`src/hdl/nvs_pkg.sv`:
```
// ----------------------------------------------------------------------------
// nvs_pkg
// Shared types and constants of the nearest vertex search block.
// ----------------------------------------------------------------------------
package nvs_pkg;

  localparam int unsigned CoordW  = 24;
  localparam int unsigned DiffW   = CoordW + 1;
  localparam int unsigned DistW   = 50;
  localparam int unsigned IdxW    = 20;
  localparam int unsigned ObjW    = 3;
  localparam int unsigned CfgIdxW = 2;
  localparam int unsigned QDepth  = 4;
  localparam int unsigned QPtrW   = $clog2(QDepth);

  typedef logic signed [CoordW-1:0] coord_t;
  typedef logic [DiffW-1:0]         mag_t;
  typedef logic [DistW-1:0]         dist_t;
  typedef logic [IdxW-1:0]          idx_t;
  typedef logic [ObjW-1:0]          obj_t;
  typedef logic [CfgIdxW-1:0]       cfg_idx_t;

  localparam cfg_idx_t CFG_QUERY_X = 2'd0;
  localparam cfg_idx_t CFG_QUERY_Y = 2'd1;
  localparam cfg_idx_t CFG_QUERY_Z = 2'd2;

  localparam dist_t DIST_EMPTY = {DistW{1'b1}};

  typedef struct packed {
    dist_t  dist_sq;
    obj_t   obj;
    idx_t   idx;
    coord_t x;
    coord_t y;
    coord_t z;
    logic   last;
  } nvs_item_t;

endpackage

```
`src/hdl/nvs_front.sv`:
```
// ----------------------------------------------------------------------------
// nvs_front
// Accepts vertices, assigns the index within the object and squares the
// coordinate differences to the query point; sums them on the way out.
// ----------------------------------------------------------------------------
module nvs_front import nvs_pkg::*; (
  input  logic      clk_i,
  input  logic      rst_ni,
  input  coord_t    query_x_i,
  input  coord_t    query_y_i,
  input  coord_t    query_z_i,
  input  logic      in_valid_i,
  output logic      in_ready_o,
  input  coord_t    vertex_x_i,
  input  coord_t    vertex_y_i,
  input  coord_t    vertex_z_i,
  input  obj_t      object_id_i,
  input  logic      first_i,
  input  logic      last_i,
  output logic      out_valid_o,
  input  logic      out_ready_i,
  output nvs_item_t out_item_o
);

  logic   valid_q, valid_d;
  idx_t   cnt_q, cnt_d;
  dist_t  sq_x_q, sq_y_q, sq_z_q;
  obj_t   obj_q;
  idx_t   idx_q;
  coord_t x_q, y_q, z_q;
  logic   last_q;
  idx_t   idx;
  logic   take;
  mag_t   mag_x, mag_y, mag_z;

  function automatic mag_t abs_diff(coord_t a, coord_t b);
    logic [DiffW-1:0] d;
    d = {a[CoordW-1], a} - {b[CoordW-1], b};
    return d[DiffW-1] ? (~d + 1'b1) : d;
  endfunction

  assign in_ready_o = !valid_q || out_ready_i;
  assign take       = in_valid_i && in_ready_o;
  assign idx        = first_i ? '0 : cnt_q;
  assign mag_x      = abs_diff(vertex_x_i, query_x_i);
  assign mag_y      = abs_diff(vertex_y_i, query_y_i);
  assign mag_z      = abs_diff(vertex_z_i, query_z_i);

  always_comb begin
    valid_d = valid_q;
    cnt_d   = cnt_q;
    if (take) begin
      valid_d = 1'b1;
      cnt_d   = last_i ? '0 : idx + 1'b1;
    end else if (out_ready_i) begin
      valid_d = 1'b0;
    end
  end

  always_ff @(posedge clk_i or negedge rst_ni) begin
    if (!rst_ni) begin
      valid_q <= 1'b0;
      cnt_q   <= '0;
    end else begin
      valid_q <= valid_d;
      cnt_q   <= cnt_d;
    end
  end

  // |diff| <= 2^24, so each square fits 49 bits and the sum never saturates
  always_ff @(posedge clk_i) begin
    if (take) begin
      sq_x_q <= dist_t'(mag_x * mag_x);
      sq_y_q <= dist_t'(mag_y * mag_y);
      sq_z_q <= dist_t'(mag_z * mag_z);
      obj_q  <= object_id_i;
      idx_q  <= idx;
      x_q    <= vertex_x_i;
      y_q    <= vertex_y_i;
      z_q    <= vertex_z_i;
      last_q <= last_i;
    end
  end

  assign out_valid_o        = valid_q;
  assign out_item_o.dist_sq = sq_x_q + sq_y_q + sq_z_q;
  assign out_item_o.obj     = obj_q;
  assign out_item_o.idx     = idx_q;
  assign out_item_o.x       = x_q;
  assign out_item_o.y       = y_q;
  assign out_item_o.z       = z_q;
  assign out_item_o.last    = last_q;

endmodule

```
`config.mk`:
```
export PLATFORM = sky130hd
export DESIGN_NAME = nvs_front
export DESIGN_NICKNAME = d
export VERILOG_FILES = /design/src/hdl/nvs_pkg.sv /design/src/hdl/nvs_front.sv
export SDC_FILE = /design/constraint.sdc
export NUM_CORES = 2
export LEC_CHECK = 0
export BUFFER_PORTS_ARGS = -buffer_cell sky130_fd_sc_hd__buf_2
export CORE_MARGIN = 2
export CORE_UTILIZATION = 50
export CTS_CLUSTER_DIAMETER = 200
export CTS_CLUSTER_SIZE = 25
export DETAILED_ROUTE_END_ITERATION = 6
export GPL_TIMING_DRIVEN = 0
export PLACE_DENSITY = 0.71
export SLEW_MARGIN = 0
export SYNTH_ARGS = -nofsm -noshare
export SYNTH_HDL_FRONTEND = slang
export SYNTH_SLANG_ARGS = --single-unit
```
`constraint.sdc`:
```
create_clock -name clk_i -period 7.3 [get_ports clk_i]
set_clock_uncertainty 0.15 [all_clocks]
set_input_delay 0 -clock clk_i [delete_from_list [all_inputs] [get_ports clk_i]]
set_output_delay 0 -clock clk_i [all_outputs]
set_load 0.005 [all_outputs]
```
# == Word-level counts from Yosys, hierarchy flattened ==
# Cells that the tools add are included.
# word_totals
register_bits,267
input_bits,153
output_inout_bits,148
elab_cells,37
# op_classes
n_addsub,9
multipliers,3
mux,7
bitwise_logic,3
n_reduce_logical,4
# ops
operator,count
25-bit by 25-bit multiplier with 50-bit output,3
50-bit adder,2
25-bit by 1-bit adder with 25-bit output (second input constant),3
25-bit 2-to-1 mux,3
25-bit NOT,3
24-bit by 24-bit subtractor with 25-bit output,3
20-bit 2-to-1 mux,2
20-bit by 1-bit adder with 20-bit output (second input constant),1
1-bit 2-to-1 mux,2
2-bit nonzero test,1
1-bit logical AND,1
1-bit logical NOT,1
1-bit logical OR,1

# == Depth between registers and ports, before layout ==
# depth
word_depth,5
mapped_depth,42
depth_no_buf,40

# == Worst setup path after synthesis ==
# OpenSTA, ideal clock, no wires.
# synth_path
path_type,input to register
from,input vertex_y_i[0]
to,register sq_y_q[47] (data pin)
setup_ps,262
t_arrival_ps,9729
t_required_ps,6888
path_slack_ps,-2841
stages,40
path_buffers,3
path_cell_list,inv_1 > ha_1 > fa_1 > nand2b_1 > a21oi_1 > o221ai_2 > and2b_1 > xnor2_1 > or4_1 > clkbuf_2 > or4b_4 > o21ai_4 > xor2_2 > buf_4 > nor2_1 > fa_1 > inv_1 > fa_1 > [4 not listed] > inv_1 > fa_1 > fa_1 > inv_1 > fa_1 > inv_1 > ha_1 > clkbuf_1 > nand2_1 > o21ai_0 > a31oi_1 > or2_2 > a2111oi_0 > o41ai_1 > o21bai_1 > a311oi_1 > a21oi_1 > xor2_1
# synth_via
elab_chain_len,5
# synth_rtl
element,line,text
"start, declared",nvs_front.sv:15,"input coord_t vertex_y_i,"
24-bit by 24-bit subtractor with 25-bit output *,nvs_front.sv:38,"d = {a[CoordW-1], a} - {b[CoordW-1], b};"
25-bit NOT,nvs_front.sv:39,return d[DiffW-1] ? (~d + 1'b1) : d;
25-bit by 1-bit adder with 25-bit output,nvs_front.sv:39,
25-bit 2-to-1 mux *,nvs_front.sv:39,
25-bit by 25-bit multiplier with 50-bit output *,nvs_front.sv:74,sq_y_q <= dist_t'(mag_y * mag_y);
"end signal, assigned",nvs_front.sv:74,
"end, declared",nvs_front.sv:27,"dist_t sq_x_q, sq_y_q, sq_z_q;"
# Every way passes the cells marked *; elsewhere a longest branch is shown, timed or not.
# A chain may end at the register's enable or synchronous reset.

# == Final worst setup path ==
# layout_path
from,input query_z_i[3]
to,register sq_z_q[48] (data pin)
# layout_via
elab_chain_len,5
# layout_rtl
element,line,text
"start, declared",nvs_front.sv:11,"input coord_t query_z_i,"
24-bit by 24-bit subtractor with 25-bit output *,nvs_front.sv:38,
25-bit NOT,nvs_front.sv:39,
25-bit by 1-bit adder with 25-bit output,nvs_front.sv:39,
25-bit 2-to-1 mux *,nvs_front.sv:39,
25-bit by 25-bit multiplier with 50-bit output *,nvs_front.sv:75,sq_z_q <= dist_t'(mag_z * mag_z);
"end signal, assigned",nvs_front.sv:75,
"end, declared",nvs_front.sv:27,
# Marks and branches as above.

==> impl_metrics.yaml <==
place:
  io_buffer_count: 300
  gp_congestion: 1.01
  placed_cells: 9495
  dpl.hpwl_um: 164000
setup_path:
  crit_type: "in2reg"
  critPathSlowestCell: "fa_1"
  required_ns: 7.28
  r2r_start: "cnt_q[0]$_DFFE_PN0P_"
  critical_path.max_fanout: 5
  max_stage_delay_ns: 0.58
  crit_start: "query_z_i[3]"
  worstSetupStartpointType: "primary input"
  critPathCaptureType: "flop"
  crit_top_cell: "fa_1"
  crit_arrival_ns: 9.86
cts:
  cts.sinks: 264
  root_buffer: "clkbuf_16"
  clk_latency_ns: 0.55
  cts.clk_slew.worst_paths_ns: 0.11
  clk_path_buf_depth: 3
  h-tree-depth: 1
  numCtsBuffers: 15
  cts_tree: "yes"
grt:
  grt_max_degree: 125
  gr-total-overflow: 0
  antenna_found_initial: 10
  grt_pass1_wl_um: 330000
  grt_pass1_vias: 59600
  grt_usage: 0.302
finish:
  final_nets: 10600
  drive_gt1_frac: 0.229
  fillers: 10800
  area_delta_synth_final_pct: 25.9
  multi_input_area_um2: 59700
  layout_common_cells: "1729 x inv_1, 1408 x fa_1, 574 x ha_1, 535 x nor2_1, 499 x nand2_1"
  final_common_cell: "inv_1"
  regArea_um2: 7820
  fin_cells: 10200
flow_run:
  cap_viol_max_count: 0
sta:
  slew-limit-headroom: 0.151
  rsz0062_at_grt: "yes"
  timing.final.setup_violations: 114
  max_freq_mhz: 101
  drv_slew: 0
  tightest_slew_ns: 1.26
  fin_crit_sh: 1.35
  fin_crit_ns: 9.88
  hold_viol_final: 0
  finalWorstSetupSlack_ns: -2.58
synth:
  syn-cell-area_um2: 69300
  synth-main-ff-cell: "edfxtp_1"
  synth.distinct_cells: 104
  synth_xor_xnor_area_share: 0.0431
  syn_avg_cell_area_um2: 9.43
  synth_simple_gate_area_frac: 0.106
  synth_compound_area_frac: 0.0836
  synth_top_family_by_area: "adder cells"
  synth_edf_count: 243
  muxShareOfSynthArea: 0.00108
  synth-seq-cells: 264
  ys_warn_count: 0
  synthAdderAreaFrac: 0.540
  async_flop_share: 0.0795
  syn_inst: 7344
  yosysSeqAreaShare: 0.113
min_path:
  hp-start: "vertex_z_i[9]"
  hold_path_class: "in2reg"
floorplanning:
  die_h_um: 376
  die_area_um2: 142000
  dieWidth_um: 376
  initial_utilization: 0.504
  io_pins: 301
  placementRows: 136
  coreArea_um2: 137000
drt:
  drt_iter0_drc: 4265
  vias_per_cell: 5.47
  drc: 0
  vias: 55600
  wire_per_inst_um: 21.1
  ant_nets: 0
  wirelength_um: 214000
  drt-pass1-iter-count: 6
status:
  status: "complete, but fails checks"
  violations: "setup timing"
## sequential cells by signal, indices dropped and copies added, names as in the netlist
register     flops
sq_x_q          49
sq_z_q          49
y_q             24
out_valid_o      1
z_q             24
sq_y_q          49
idx_q           20
last_q           1
obj_q            3
x_q             24
cnt_q           20
## synth_stat cells, types with 18 or more instances
cell	n	area, um2
a21oi_1	232	1160
clkbuf_1	165	619
nor3_1	51	255
a31oi_1	38	238
and3_1	41	257
a211oi_1	24	180
buf_1	18	67.6
nand4_1	47	294
and2_1	23	144
o31ai_1	27	203
xnor2_1	206	1800
o211ai_1	23	173
o21bai_1	36	270
xor2_1	125	1090
or2_2	23	144
nand2_1	587	2200
fa_1	1456	29100
nor4_1	18	113
o21ai_0	166	831
ha_1	662	8280
or3_1	18	113
nand2b_1	60	375
nand3_1	64	320
inv_1	1851	6950
edfxtp_1	243	7300
o21a_1	45	338
dfrtp_1	21	526
nor2b_1	51	319
a21o_1	161	1210
nor2_1	635	2380
## area by class of cell
class                      instances  share of cell area
antenna                            3           0.0000861
buffer                           184              0.0250
clock buffer                      21             0.00468
clock inverter                     2            0.000531
inverter                        1867              0.0822
multi-input combinational       5064               0.685
sequential                       264              0.0897
tap                             1794              0.0257
timing repair buffer             960              0.0870
## metrics by stage
stage / util / setup TNS (ns) / setup WS [ns] / hold WS [ns] / cell area (um2)
CTS: 0.614 / -133.93 / -2.28 / 0.000627 / 84500
global route: 0.634 / -182.87 / -2.83 / 0.00489 / 87200
global placement: 0.551 / -719.40 / -4.44 / -0.156 / 75700
floorplan: - / -118.56 / -2.04 / -0.446 / 72000
finish: 0.634 / -155.51 / -2.58 / 0.0207 / 87200
detailed placement: 0.551 / -353.40 / -4.43 / -0.147 / 75800
## critical path: cells and delay by family
family	cells	cell delay [ns]
xor gates and xnor gates	2	0.54
and+or+nand+nor	8	1.78
buffers and inverters	9	0.89
adders and majority gates	9	4.11
AOI/OAI and AO/OA	11	2.53
## path summary, 6_finish.rpt
| path | end | slack [ns] | depth (start not counted) |
|---|---|---|---|
| min in group asynchronous | cnt_q[5]$_DFFE_PN0P_ | 0.53 | 3 |
| min | z_q[9]$_DFFE_PP_ | 0.02 | 2 |
| min reg2reg | cnt_q[19]$_DFFE_PN0P_ | 0.33 | 1 |
| max in group asynchronous | cnt_q[15]$_DFFE_PN0P_ | 5.84 | 3 |
| max reg2reg | cnt_q[19]$_DFFE_PN0P_ | 4.51 | 11 |
| max | sq_z_q[48]$_DFFE_PP_ | -2.58 | 39 |
## what timing repair did
item,CTS,global route
gates resized for setup,784,413
buffers inserted,354,173
setup endpoints to repair,125,118
hold buffers,147,0
cloned,2,3
hold endpoints to repair,125,0
pin swaps,322,281
## cells by family (layout without fill, tap and decap cells)
logic type	Yosys count	in the layout
AOI/OAI and AO/OA	884	884
DFF	264	264
xor gates and xnor gates	336	336
and+or+nand+nor	1662	1662
other	2	60
muxes	7	7
buffers and inverters	2071	3034
adders and majority gates	2118	2118
## routing by layer
layer  global-route usage  share of wire  vias to the layer above  wire length, um
li1                     -              -                    24500                -
met1                0.387           0.38                    27900            81100
met2                0.510           0.48                     2448           104000
met3               0.0504          0.085                      679            18200
met4                0.120          0.051                       10            11000
met5                    0        0.00031                        -               67
Power is not shown: default switching activity piles up to over one toggle a cycle in this logic, so the estimate is an artifact.
