## src/hdl/nvs_pkg.sv

```systemverilog
// ----------------------------------------------------------------------------
// nvs_pkg
// Shared types and constants of the nearest vertex search block.
// ----------------------------------------------------------------------------
package nvs_pkg;

  localparam int unsigned CoordW  = 24;
  localparam int unsigned DiffW   = CoordW + 1;
  localparam int unsigned DistW   = 50;
  localparam int unsigned IdxW    = 20;
  localparam int unsigned ObjW    = 3;
  localparam int unsigned CfgIdxW = 2;
  localparam int unsigned QDepth  = 4;
  localparam int unsigned QPtrW   = $clog2(QDepth);

  typedef logic signed [CoordW-1:0] coord_t;
  typedef logic [DiffW-1:0]         mag_t;
  typedef logic [DistW-1:0]         dist_t;
  typedef logic [IdxW-1:0]          idx_t;
  typedef logic [ObjW-1:0]          obj_t;
  typedef logic [CfgIdxW-1:0]       cfg_idx_t;

  localparam cfg_idx_t CFG_QUERY_X = 2'd0;
  localparam cfg_idx_t CFG_QUERY_Y = 2'd1;
  localparam cfg_idx_t CFG_QUERY_Z = 2'd2;

  localparam dist_t DIST_EMPTY = {DistW{1'b1}};

  typedef struct packed {
    dist_t  dist_sq;
    obj_t   obj;
    idx_t   idx;
    coord_t x;
    coord_t y;
    coord_t z;
    logic   last;
  } nvs_item_t;

endpackage

```

## src/hdl/nvs_back.sv

```systemverilog
// ----------------------------------------------------------------------------
// nvs_back
// Tracks the strict minimum distance and its vertex; registers the result on
// the last vertex of a search and restarts the search.
// ----------------------------------------------------------------------------
module nvs_back import nvs_pkg::*; (
  input  logic      clk_i,
  input  logic      rst_ni,
  input  logic      in_valid_i,
  output logic      in_ready_o,
  input  nvs_item_t in_item_i,
  output logic      res_valid_o,
  input  logic      res_ready_i,
  output logic      found_o,
  output obj_t      nearest_object_o,
  output idx_t      nearest_index_o,
  output coord_t    nearest_x_o,
  output coord_t    nearest_y_o,
  output coord_t    nearest_z_o,
  output dist_t     min_distance_sq_o
);

  dist_t  best_dist_q, best_dist_d;
  obj_t   best_obj_q, best_obj_d;
  idx_t   best_idx_q, best_idx_d;
  coord_t best_x_q, best_x_d, best_y_q, best_y_d, best_z_q, best_z_d;
  logic   res_valid_q, res_valid_d;
  obj_t   res_obj_q;
  idx_t   res_idx_q;
  coord_t res_x_q, res_y_q, res_z_q;
  dist_t  res_dist_q;
  logic   take, better, emit;
  dist_t  new_dist;
  obj_t   new_obj;
  idx_t   new_idx;
  coord_t new_x, new_y, new_z;

  assign in_ready_o = !in_item_i.last || !res_valid_q || res_ready_i;
  assign take       = in_valid_i && in_ready_o;
  assign emit       = take && in_item_i.last;
  assign better     = in_item_i.dist_sq < best_dist_q;
  assign new_dist   = better ? in_item_i.dist_sq : best_dist_q;
  assign new_obj    = better ? in_item_i.obj  : best_obj_q;
  assign new_idx    = better ? in_item_i.idx  : best_idx_q;
  assign new_x      = better ? in_item_i.x    : best_x_q;
  assign new_y      = better ? in_item_i.y    : best_y_q;
  assign new_z      = better ? in_item_i.z    : best_z_q;

  always_comb begin
    best_dist_d = best_dist_q;
    best_obj_d  = best_obj_q;
    best_idx_d  = best_idx_q;
    best_x_d    = best_x_q;
    best_y_d    = best_y_q;
    best_z_d    = best_z_q;
    res_valid_d = res_valid_q && !res_ready_i;
    if (emit) begin
      best_dist_d = DIST_EMPTY;
      best_obj_d  = '0;
      best_idx_d  = '0;
      best_x_d    = '0;
      best_y_d    = '0;
      best_z_d    = '0;
      res_valid_d = 1'b1;
    end else if (take) begin
      best_dist_d = new_dist;
      best_obj_d  = new_obj;
      best_idx_d  = new_idx;
      best_x_d    = new_x;
      best_y_d    = new_y;
      best_z_d    = new_z;
    end
  end

  always_ff @(posedge clk_i or negedge rst_ni) begin
    if (!rst_ni) begin
      best_dist_q <= DIST_EMPTY;
      best_obj_q  <= '0;
      best_idx_q  <= '0;
      best_x_q    <= '0;
      best_y_q    <= '0;
      best_z_q    <= '0;
      res_valid_q <= 1'b0;
    end else begin
      best_dist_q <= best_dist_d;
      best_obj_q  <= best_obj_d;
      best_idx_q  <= best_idx_d;
      best_x_q    <= best_x_d;
      best_y_q    <= best_y_d;
      best_z_q    <= best_z_d;
      res_valid_q <= res_valid_d;
    end
  end

  always_ff @(posedge clk_i) begin
    if (emit) begin
      res_obj_q  <= new_obj;
      res_idx_q  <= new_idx;
      res_x_q    <= new_x;
      res_y_q    <= new_y;
      res_z_q    <= new_z;
      res_dist_q <= new_dist;
    end
  end

  // the last vertex is itself scanned, so a result always has a vertex
  assign found_o           = 1'b1;
  assign res_valid_o       = res_valid_q;
  assign nearest_object_o  = res_obj_q;
  assign nearest_index_o   = res_idx_q;
  assign nearest_x_o       = res_x_q;
  assign nearest_y_o       = res_y_q;
  assign nearest_z_o       = res_z_q;
  assign min_distance_sq_o = res_dist_q;

endmodule

```

## config.mk

```make
export PLATFORM = sky130hd
export DESIGN_NAME = nvs_back
export DESIGN_NICKNAME = d
export VERILOG_FILES = /design/src/hdl/nvs_pkg.sv /design/src/hdl/nvs_back.sv
export SDC_FILE = /design/constraint.sdc
export NUM_CORES = 1
export LEC_CHECK = 0
export CORE_ASPECT_RATIO = 0.9
export CORE_MARGIN = 2
export CORE_UTILIZATION = 39
export DETAILED_ROUTE_END_ITERATION = 7
export DONT_BUFFER_PORTS = 1
export PLACE_DENSITY = 0.53
export SLEW_MARGIN = 10
export SYNTH_ARGS = -nofsm -noshare
export SYNTH_HDL_FRONTEND = slang
export SYNTH_SLANG_ARGS = --single-unit
```

## constraint.sdc

```tcl
create_clock -name clk_i -period 6.2 [get_ports clk_i]
set_clock_uncertainty 0.2 [all_clocks]
set_input_delay 1.24 -clock clk_i [delete_from_list [all_inputs] [get_ports clk_i]]
set_output_delay 1.24 -clock clk_i [all_outputs]
set_load 0.1 [all_outputs]
```

---- After elaboration in Yosys (flattened, before gate mapping) ----
Index checks and enable logic that the tools add are counted.
word-level totals
  input bits .............................. 150
  flip-flop bits (word level) ............. 291
operators by class
  reduce and logical (&&, ||, !) cells .... 9
  muxes and demuxes ....................... 19
  magnitude comparators ................... 1
operator list
  cell                 number
  two-way mux 24 bit   9
  two-way mux 50 bit   3
  two-way mux 20 bit   3
  < comparator 50 bit  1
  two-way mux 3 bit    3
  logical AND 1 bit    3
  logical NOT 1 bit    3
  logical OR 1 bit     2
  nonzero test 2 bit   1
  two-way mux 1 bit    1

---- Longest topological paths before layout ----
  depth after elaboration ................. 6
  gate-level depth with buffers ........... 12

---- Worst setup path after synthesis ----
Ideal clock, no wire load.
  kind .................................... in2reg
  start point ............................. input res_ready_i
  end point ............................... register best_idx_q[0]
  cell stages on the path ................. 7
  slack ................................... -0.399 ns
  library setup time ...................... 0.121 ns
  data arrival time ....................... 6.278 ns
  required time ........................... 5.879 ns
  path buffers ............................ 2
  cell sequence ........................... inv_1 -> nand3_1 -> and3_1 -> a41oi_1 -> buf_2 -> buf_2 -> a22o_1
between the ends
  longest elaborated chain between the ends .. 4
  elaborated cells between the ends (all ways) .. 5
  classes of those cells .................. 1 x mux; 4 x reduce/logical
RTL lines
  what                                                      line            text
  start, declared                                           nvs_back.sv:13  input logic res_ready_i,
  logical OR 1 bit (*)                                      nvs_back.sv:38  assign in_ready_o = !in_item_i.last || !res_valid_q || res_ready_i;
  net in_ready_o                                            nvs_back.sv:10  output logic in_ready_o,
  logical AND 1 bit (*)                                     nvs_back.sv:39  assign take = in_valid_i && in_ready_o;
  logical AND 1 bit (*)                                     nvs_back.sv:40  assign emit = take && in_item_i.last;
  net emit                                                  nvs_back.sv:32  logic take, better, emit;
  two-way mux 20 bit or nonzero test 2 bit (tied branches)  n/a
  end signal, assigned                                      nvs_back.sv:87  best_idx_q <= best_idx_d;
  end, declared                                             nvs_back.sv:25  idx_t best_idx_q, best_idx_d;
The timed path passes the listed nets; every way through them passes the cells marked *.
A chain may end at the register's enable or synchronous reset.

---- Final worst setup path ----
  start point ............................. input in_item_i[117] in the netlist's numbering
  end point ............................... register res_idx_q[1] (netlist: nearest_index_o[1]), data pin
between the ends
  longest elaborated chain between the ends .. 2
RTL lines
  what                  line            text
  start, declared       nvs_back.sv:11  input nvs_item_t in_item_i,
  < comparator 50 bit   nvs_back.sv:41  assign better = in_item_i.dist_sq < best_dist_q;
  two-way mux 20 bit    nvs_back.sv:44  assign new_idx = better ? in_item_i.idx : best_idx_q;
  net new_idx[1]        nvs_back.sv:35  idx_t new_idx;
  end signal, assigned  nvs_back.sv:98  res_idx_q <= new_idx;
  end, declared         nvs_back.sv:29  idx_t res_idx_q;
The timed path passes the listed nets, and every way through them passes these cells.

==> flow_summary.json <==
{
  "netlist_instances": 815,
  "grt_pass1_wl_mm": 45.17,
  "drv_slew": 0,
  "drive_above_1_share_pct": 24.88,
  "place_area_sq_um": 12890,
  "ys_async_sr_fraction_pct": 50.17,
  "final_area_sq_um": 13950,
  "critical_path_class": "primary input to register",
  "finalCritPeriodShare_pct": 65.67,
  "hold_violations": 0,
  "clock_path_buffers": 3,
  "via_count": 6947,
  "cp_slowest_cell": "a221oi_1",
  "layout_common_cells": "edfxtp_1 (145), dfrtp_1 (96), mux2_2 (95), a22o_1 (95), inv_1 (52)",
  "peakVddDrop_v": 0.0002305,
  "cts_tree": "built",
  "clock-sinks": 291,
  "critical-path-top-delay-family": "compound AO/OA/AOI/OAI gates",
  "drv_cap": 0,
  "dieWidth_um": 193.2,
  "synth-seq-cells": 291,
  "ant_nets": 0,
  "synth_fp_nets": 1014,
  "clock_latency_ns": 0.57,
  "fillerInstances": 2818,
  "rows": 62,
  "layout_commonest_cell": "edfxtp_1",
  "arrival_ns": 4.18,
  "cts-root-buf": "clkbuf_16",
  "clkSlewWorstSetupHoldPaths_ns": 0.06,
  "finish.utilization_pct": 43.87,
  "ys_types": 35,
  "dr.first_iter.drc_count": 355,
  "synthTopCellsByArea": "edfxtp_1 (35%), dfrtp_1 (19%), dfstp_2 (10%)",
  "syn_area_sq_um": 12560,
  "grt_remaining_overflow": 0,
  "slew_headroom_pct": 26.32,
  "post-cts-setup-buffers": 0,
  "start_util_pct": 39.49,
  "ys_warn_count": 0,
  "cp_cell_sequence": "ha_1 -> a21oi_1 -> o21ai_0 -> a221oi_1 -> nand2_1 -> o21ai_2 -> nand2_8 -> buf_12 -> mux2_1",
  "final_nets": 1006,
  "final_cells": 1248,
  "ys.flop_type": "edfxtp_1",
  "routed_wl_mm": 29.66,
  "cts_made_buffers": 31,
  "postSynthAreaPerCell_sq_um": 15.41,
  "syn_to_final_growth_pct": 11.10,
  "viasPerCell": 5.567,
  "rsz0062_at_grt": "false",
  "port-buffer-count": 0,
  "grt_antenna_before_repair": 0,
  "synth_top_cell_by_area": "edfxtp_1",
  "start_kind": "primary input",
  "gp_congestion": 0.8175,
  "endpoint_kind": "register",
  "status": "finished clean",
  "synth_top_area_share_pct": 34.66,
  "first_pass_iters": 4,
  "setup_tns_ns": 0,
  "antenna_cells": 0,
  "cts_resized": 0,
  "core_area_sq_um": 31810,
  "synth_seq_area_share_pct": 64.25,
  "placed_cells": 1190,
  "grt_max_degree": 147,
  "path_buf_inv": 1,
  "power_density_nw_per_um2": 384.3,
  "worstHoldPathType": "primary input to async pin",
  "crit_path_max_fanout": 95,
  "cts_max_level": 1,
  "finalCriticalPeriod_ns": 4.072,
  "fp.dieH_um": 174.3,
  "io_pins": 298,
  "cpPeakStageDelay_ns": 0.53,
  "setup_violations": 0,
  "max_freq_ghz": 0.2456,
  "synth_edf_count": 145,
  "drc": 0,
  "hpwl_mm": 19.09,
  "cts_hold_buf": 0,
  "fp.dieArea_sq_um": 33660,
  "wl_per_cell_um": 23.76,
  "grt_usage_pct": 17.22,
  "tightest_slew_ns": 1.101,
  "grt_pass1_vias": 7360,
  "p_leak_nw": 5.795,
  "cp.required_ns": 6.31
}
## final cells by class
type / instances / area (sq um) / share of cell area (%)
timing repair buffer: 7 / 65.06 / 0.4662
tap: 416 / 520.5 / 3.730
sequential: 291 / 8070 / 57.83
clock inverter: 19 / 214.0 / 1.533
clock buffer: 39 / 847.1 / 6.070
inverter: 52 / 195.2 / 1.399
multi-input combinational: 424 / 4043 / 28.97
## flip-flops by register name, summed over array words and instances (netlist names), 24 cells and up
name               flops
best_x_q              24
nearest_x_o           24
nearest_y_o           24
best_dist_q           50
min_distance_sq_o     50
nearest_z_o           24
best_y_q              24
best_z_q              24
## Yosys cell counts (2+ instances only)
cell	instances
dfrtp_1	96
inv_1	52
ha_1	49
a211oi_1	2
edfxtp_1	145
a2bb2oi_1	50
nand4_1	5
nor2_1	4
o21ai_0	6
nor3_1	3
nand3_1	6
dfstp_2	50
nand2_1	17
buf_6	7
a221oi_1	4
clkbuf_1	5
a21o_1	4
a21oi_1	18
buf_2	29
mux2_1	50
and4_1	5
buf_4	7
mux2_2	95
a22o_1	95
## path summary, 6_finish.rpt
| path | cells past startpoint | startpoint | slack (ns) | endpoint |
|---|---|---|---|---|
| min in group clk_i | 2 | best_dist_q[0] | 0.29 | best_dist_q[0] |
| worst max-delay path | 9 | in_item_i[117] | 2.13 | nearest_index_o[1] |
| worst max register to register | 10 | best_dist_q[21] | 2.23 | nearest_index_o[1] |
| max in group asynchronous | 0 | rst_ni | 5.31 | best_dist_q[15] |
| worst min register to register | 2 | best_dist_q[0] | 0.29 | best_dist_q[0] |
| worst min-delay path | 0 | rst_ni | 0.17 | best_idx_q[14] |
## through the flow
stage	hold slack [ns]	worst slack (ns)	total power (W)
after floorplan	0.2497	1.209	0.003349
after global placement	0.2596	1.472	0.003458
after detailed placement	0.2835	1.413	0.003492
after CTS	0.1331	2.013	0.005428
after global routing	0.1293	1.834	0.005581
final	0.1669	2.128	0.005362
## layer usage
layer  wire [um]  track usage [%]  vias up
met1       11980            22.10     3558
met4         646            3.914        2
met3        3151            6.501       37
li1            -                -     3100
met5          28           0.7396        -
met2       13850            27.56      250
## power by group
part           total, W  switching [W]  leakage [nW]  internal [W]
clock network   0.00191       0.000774         0.509       0.00114
registers       0.00284       0.000549          3.15       0.00229
logic          0.000613       0.000322          2.13      0.000291
## cell families after synthesis
family | synth area share (%)
other | 0.02985
multiplexers | 13.00
AND/OR/NAND/NOR | 1.903
AO/OA/AOI/OAI | 12.03
adder cells (fa/ha/maj) | 4.881
buffers and inverters | 3.905
flip-flops | 64.25
Power figures use the tool's default switching activity.
